<file path="config.mk">
export PLATFORM = sky130hd
export DESIGN_NAME = ilie_cell
export DESIGN_NICKNAME = d
export VERILOG_FILES = /design/src/sv/ilie_pkg.sv /design/src/sv/ilie_cell.sv
export SDC_FILE = /design/constraint.sdc
export NUM_CORES = 1
export LEC_CHECK = 0
export BUFFER_PORTS_ARGS = -buffer_cell sky130_fd_sc_hd__buf_2
export CAP_MARGIN = 5
export CORE_MARGIN = 3
export CORE_UTILIZATION = 39
export CTS_CLUSTER_SIZE = 16
export DETAILED_ROUTE_END_ITERATION = 6
export GPL_TIMING_DRIVEN = 0
export PLACE_DENSITY = 0.77
export RECOVER_POWER = 50
export SLEW_MARGIN = 0
export SYNTH_ARGS = -nofsm -noshare
export SYNTH_HDL_FRONTEND = slang
export SYNTH_SLANG_ARGS = --single-unit
</file>
<file path="constraint.sdc">
create_clock -name clk -period 3.05 [get_ports clk]
set_input_delay 0.61 -clock clk [delete_from_list [all_inputs] [get_ports clk]]
set_output_delay 0.61 -clock clk [all_outputs]
set_load 0.05 [all_outputs]
</file>
<file path="src/sv/ilie_pkg.sv">
package ilie_pkg;

  localparam int MAX_ENTRIES = 64;
  localparam int WORD_BITS   = 32;

  // Width of the live count, which must hold MAX_ENTRIES itself.
  localparam int IDX_W = $clog2(MAX_ENTRIES + 1);
  // Width of a cell position, 0 .. MAX_ENTRIES-1.
  localparam int POS_W = (MAX_ENTRIES > 1) ? $clog2(MAX_ENTRIES) : 1;

  // Fixed field widths of the stream payload.
  localparam int FUNC_W   = 3;
  localparam int IN_IDX_W = 7;
  localparam int VALUE_W  = 32;
  localparam int LEN_W    = 7;
  localparam int STATUS_W = 2;

  // Common width for comparisons between field values and the live count.
  localparam int CNT_W = (IDX_W > IN_IDX_W) ? IDX_W : IN_IDX_W;

  // Read-out tree shape.
  localparam int GROUP    = 8;
  localparam int N_GROUPS = (MAX_ENTRIES + GROUP - 1) / GROUP;

  localparam logic [FUNC_W-1:0] FN_READ   = 3'd0;
  localparam logic [FUNC_W-1:0] FN_WRITE  = 3'd1;
  localparam logic [FUNC_W-1:0] FN_APPEND = 3'd2;
  localparam logic [FUNC_W-1:0] FN_INSERT = 3'd3;
  localparam logic [FUNC_W-1:0] FN_REMOVE = 3'd4;
  localparam logic [FUNC_W-1:0] FN_RESIZE = 3'd5;

  localparam logic [STATUS_W-1:0] ST_OK    = 2'd0;
  localparam logic [STATUS_W-1:0] ST_RANGE = 2'd1;
  localparam logic [STATUS_W-1:0] ST_FULL  = 2'd2;

  typedef logic [WORD_BITS-1:0] word_t;

  // Command broadcast to every cell of the row.
  typedef struct packed {
    logic              en;
    logic [FUNC_W-1:0] func;
    logic [CNT_W-1:0]  idx;
    logic [CNT_W-1:0]  len;
    logic [CNT_W-1:0]  req;
    word_t             word;
  } cell_cmd_t;

  // The stored word keeps the low WORD_BITS bits of the value.
  function automatic word_t value_to_word(input logic [VALUE_W-1:0] v);
    word_t w;
    w = '0;
    for (int i = 0; i < WORD_BITS; i++) begin
      if (i < VALUE_W) begin
        w[i] = v[i];
      end
    end
    return w;
  endfunction

  // The read field shows the low VALUE_W bits of a stored word.
  function automatic logic [VALUE_W-1:0] word_to_read(input word_t w);
    logic [VALUE_W-1:0] r;
    r = '0;
    for (int i = 0; i < VALUE_W; i++) begin
      if (i < WORD_BITS) begin
        r[i] = w[i];
      end
    end
    return r;
  endfunction

endpackage

</file>
<file path="src/sv/ilie_cell.sv">
module ilie_cell
  import ilie_pkg::*;
(
  input  logic             clk,
  input  logic [POS_W-1:0] pos,
  input  cell_cmd_t        cmd,
  input  word_t            left_word,
  input  word_t            right_word,
  output word_t            word,
  output word_t            rd_word
);

  word_t            word_r;
  word_t            word_nxt;
  word_t            rd_r;
  word_t            rd_nxt;
  logic [CNT_W-1:0] p;

  always_comb begin
    p        = CNT_W'(pos);
    word_nxt = word_r;
    rd_nxt   = '0;
    if (cmd.en) begin
      case (cmd.func)
        FN_READ: begin
          if (p == cmd.idx) begin
            rd_nxt = word_r;
          end
        end
        FN_WRITE: begin
          if (p == cmd.idx) begin
            word_nxt = cmd.word;
          end
        end
        FN_APPEND: begin
          if (p == cmd.len) begin
            word_nxt = cmd.word;
          end
        end
        FN_INSERT: begin
          // Cells above the insert point take the word of the cell below.
          if (p == cmd.idx) begin
            word_nxt = cmd.word;
          end else if (p > cmd.idx && p <= cmd.len) begin
            word_nxt = left_word;
          end
        end
        FN_REMOVE: begin
          if (p >= cmd.idx && (p + 1'b1) < cmd.len) begin
            word_nxt = right_word;
          end
        end
        FN_RESIZE: begin
          if (p >= cmd.len && p < cmd.req) begin
            word_nxt = '0;
          end
        end
        default: begin
          word_nxt = word_r;
        end
      endcase
    end
  end

  always_ff @(posedge clk) begin
    word_r <= word_nxt;
    rd_r   <= rd_nxt;
  end

  assign word    = word_r;
  assign rd_word = rd_r;

endmodule

</file>
Word level (Yosys, flattened, before mapping) --
Cells that the tools add are included.
Storage, ports and cells: register bits 64, input bits 128, output and inout port bits 64, logic and storage cells 35
Operators by class: add/sub/neg operators 1, $lt $le $gt $ge 6, equal/unequal tests 12, mux-type cells 7, reductions and logical operators 7
Operators by type and width (count):
- 32-bit two-way mux | 6
- 32-bit case mux with 5 select lines | 1
- 6-bit by 7-bit equality test with 1-bit output | 2
- 6-bit by 7-bit greater-or-equal comparator with 1-bit output | 2
- 2-bit != test, second input constant | 4
- 6-bit by 1-bit adder with 7-bit output, second input constant | 1
- 6-bit by 7-bit > comparator with 1-bit output | 1
- 6-bit by 7-bit <= comparator with 1-bit output | 1
- 6-bit by 7-bit < comparator with 1-bit output | 1
- 7-bit < comparator | 1
- 7-bit AND reduction | 1
- 3-bit by 2-bit equality test with 1-bit output, second input constant | 2
- 3-bit equality test, second input constant | 2
- 5-bit nonzero test | 1
- 3-bit by 1-bit equality test with 1-bit output, second input constant | 1
- 1-bit logical AND | 3
- 3-bit zero test | 1
- 3-bit != test, second input constant | 1
- 3-bit AND reduction | 1

Longest topological paths before layout --
word-level depth 5, mapped depth 8, depth with buffers taken out 8

Worst setup path before layout --
OpenSTA, ideal clock, no wires.
path kind in2reg, from in cmd[50] (netlist name), to reg word_r[0] (netlist: word[0]) (enable), setup time 0.391 ns, arrival 2.526 ns, data required time 2.659 ns, slack 0.133 ns, stages on the path 6, buffers on the path 0, path through inv_1 > ha_1 > nand4b_4 > o32a_1 > a211oi_1 > and4_1
On the way: word-level cells in the longest chain between the ends 4, elaborated cells between the ends (all ways) 9, classes of those cells 2 x order compare; 4 x eq/ne; 3 x reduce/logical
RTL lines:
- start: declaration | RTL line ilie_cell.sv:6 | input cell_cmd_t cmd,
- 6-bit by 7-bit > comparator with 1-bit output / 6-bit by 7-bit greater-or-equal comparator with 1-bit output (equally long branches) | RTL line ilie_cell.sv:44, ilie_cell.sv:49
- 1-bit logical AND (on tied branches) | RTL line ilie_cell.sv:44, ilie_cell.sv:49
- 3-bit != test (no source line) / 2-bit != test (equally long branches)
- 7-bit AND reduction (no source line) *
- end signal: assignment | RTL line ilie_cell.sv:66 | word_r <= word_nxt;
- end: declaration | RTL line ilie_cell.sv:13 | word_t word_r;
Every way passes the cells marked *; elsewhere a longest branch is shown, timed or not. A chain may end at the register's enable or synchronous reset.

Worst setup path after layout --
from in pos[0], to reg word_r[21] (netlist: word[21]) (enable)
On the way: word-level cells in the longest chain between the ends 5, elaborated cells between the ends (all ways) 18, classes of those cells 1 x add/sub; 6 x order compare; 7 x eq/ne; 4 x reduce/logical
RTL lines:
- start: declaration | RTL line ilie_cell.sv:5 | input logic [POS_W-1:0] pos,
- 6-bit by 1-bit adder with 7-bit output | RTL line ilie_cell.sv:49 | if (p >= cmd.idx && (p + 1'b1) < cmd.len) begin
- 7-bit < comparator | RTL line ilie_cell.sv:49
- 1-bit logical AND | RTL line ilie_cell.sv:49
- 2-bit != test (no source line)
- 7-bit AND reduction (no source line) *
Marks and branches as above.

==> impl_metrics.ini <==
[worst_setup_path]
crit_buf_inv = 2
path_common_cell = a211oi_1
cp-start-kind = input port
cp_max_fo = 32
worstPathRequired_ns = 3.01
critPathTopFamily = simple AND/OR/NAND/NOR gates
max_stage_delay_ns = 0.80
critPathKind = input port to flop
arrival_ns = 2.70
crit_chain = buf_2 -> inv_1 -> ha_1 -> nand2b_1 -> a211oi_1 -> o32a_1 -> a211oi_1 -> and4_2
crit_path_end_kind = flop
slowest_stage = and4_2

[cts]
tritoncts = built
clockRootBuffer = clkbuf_8
clk_latency_ns = 0.33
cts_buffer_depth = 2
numCtsBuffers = 9
cts.sinks = 64
postCtsHoldBufs = 0
cts_setup_buffers = 0
clk_pin_slew_ns = 0.07
cts-resized-gates = 0
ctsHtreeMaxLevel = 3

[synthesis]
syn-mean-instance-area_um2 = 10.3
syn-cell-area_um2 = 3200
synth-simple-area-share = 0.161
ys.flop_type = edfxtp_1
synth_area_leaders = edfxtp_1 30%, dfxtp_1 20%, ha_1 10%
synth_compound_area_frac = 0.181
synth_adder_area_share = 0.102
synth_top_family_by_area = compound AO/OA/AOI/OAI gates
yosys.cell_count.top_type = nand2_1
yosys_warnings = 0
ys_async_sr_fraction = 0
synth_mux_area_frac = 0
postSynthCellCount = 311
synth_edf_count = 32
ys_seq_area_frac = 0.500
ys_ff_latch = 64
syn_nets = 465
yosysUniqueCellTypes = 39
yosys.area.top_type = edfxtp_1
synth_common_cells = 34 x nand2_1, 33 x o21ai_0
netlist.area_leader.share = 0.300
synth-xor-area-share = 0.0109

[sta]
fmax_mhz = 365
maxSlewViolCount = 0
timing.hold.ws_ns = 0.471
tightestPinTransition_ns = 0.788
rsz0062_at_grt = false
slew_headroom = 0.474
setup_slack_ns = 0.312
fin_crit_ns = 2.74
hold_viol_final = 0
finalSetupViolCount = 0
skew_ns = 0.00545
fin_crit_sh = 0.898

[min_path]
hold_path_class = flop to flop

[place]
pre_cts_slack_ns = -0.0673
gp_congestion = 0.843
port_buffers = 191
hpwl_mm = 7.31

[floorplan]
fp-row-count = 32
core_um2 = 7850
die_x_um = 96.6
dieArea_um2 = 9330
ioPinCount = 192
start_util = 0.408
die_h_um = 96.6

[drt]
wire_per_inst_um = 15.0
ant_nets = 0
dr.pass1.iters = 4
first_iter_violations = 66
drt-vias-per-instance = 5.00
via_count = 3103
routed_wirelength_mm = 9.28
drc = 0

[final_layout]
layout-drive-gt1-share = 0.307
fin_nets = 667
utilization = 0.567
area_growth_pct = 39.0
diodes = 0

[job]
drv_cap = 0

[global_route]
grt_max_degree = 33
grt_pass1_vias = 3107
antenna_found_initial = 0
grt_pass1_wl_mm = 14.7
grt.total_usage = 0.194
overflow = 0

[pwr]
p_leak_nw = 1.98
p_per_area_nw_per_um2 = 521
irDropWorstVdd_mv = 0.202

[status]
outcome = finished, final reports clean
[cells by family after synthesis]
| group | count (synthesis) |
|---|---|
| simple gates | 94 |
| buf+inv | 33 |
| flops | 64 |
| compound gates | 90 |
| xor+xnor | 4 |
| fa+ha+maj | 26 |
[where the power goes]
part	switching (mW)	leakage, nW	total [mW]	internal, mW
clock network	0.339	0.121	0.875	0.536
registers	0.0207	0.536	0.980	0.960
logic	0.319	1.32	0.464	0.145
total	0.679	1.98	2.32	1.64
[path summary, 6_finish.rpt]
| path | start | endpoint | slack [ns] | depth (start not counted) |
|---|---|---|---|---|
| worst max-delay path | pos[0] | word[21] | 0.31 | 8 |
| worst min-delay path | word[26] | rd_word[26] | 0.47 | 1 |
| worst max register to register | word[28] | rd_word[28] | 2.37 | 1 |
| worst min register to register | word[26] | rd_word[26] | 0.47 | 1 |
[stage by stage]
step	instance area, µm²	instances	total power [mW]	setup TNS, ns
5_1_grt	4450	620	2.42	0
2_1_floorplan	3200	311	1.29	0
6_report	4450	620	2.32	0
3_3_place_gp	4290	604	1.46	-15.82
3_5_place_dp	4290	604	1.48	-2.11
4_1_cts	4530	620	2.35	0
[layout by cell type, fill, tap and decap left out, types with 3 or more instances in the layout]
master    synthesis  layout
nand2_1          34      34
dfxtp_1          32      32
a21o_1            3       3
and2_0            0       4
xnor2_1           3       3
inv_1            18      18
edfxtp_1         32      32
clkbuf_1          3      70
nand2b_1          3       3
clkbuf_8          0      10
nor2_1            6       6
a22oi_1          32      32
buf_2             6     132
buf_4             3       3
ha_1             26      26
o21ai_0          33      33
a21oi_1           8       8
and2_1           32      28
a211oi_1          4       4
nand3_1           6       6
[layer usage]
layer  track usage  vias up  share of wire
li1              -     1524              -
met1         0.233     1434           0.41
met2         0.338      129           0.51
met3        0.0440       16          0.067
met4        0.0691        0          0.015
met5             0        -              0
[cell type report]
| cell class | count | area, µm² |
|---|---|---|
| clock buffer | 11 | 163 |
| tap | 102 | 128 |
| buffer | 15 | 75.1 |
| fill | 749 | 3400 |
| clock inverter | 5 | 85.1 |
| inverter | 18 | 67.6 |
| multi-input combinational | 214 | 1460 |
| timing repair buffer | 191 | 876 |
| sequential | 64 | 1600 |
[flip-flops by register name, summed over array words and instances (netlist names)]
register,cells
rd_word,32
word,32
Note: power is estimated with default switching activity, not from simulation.
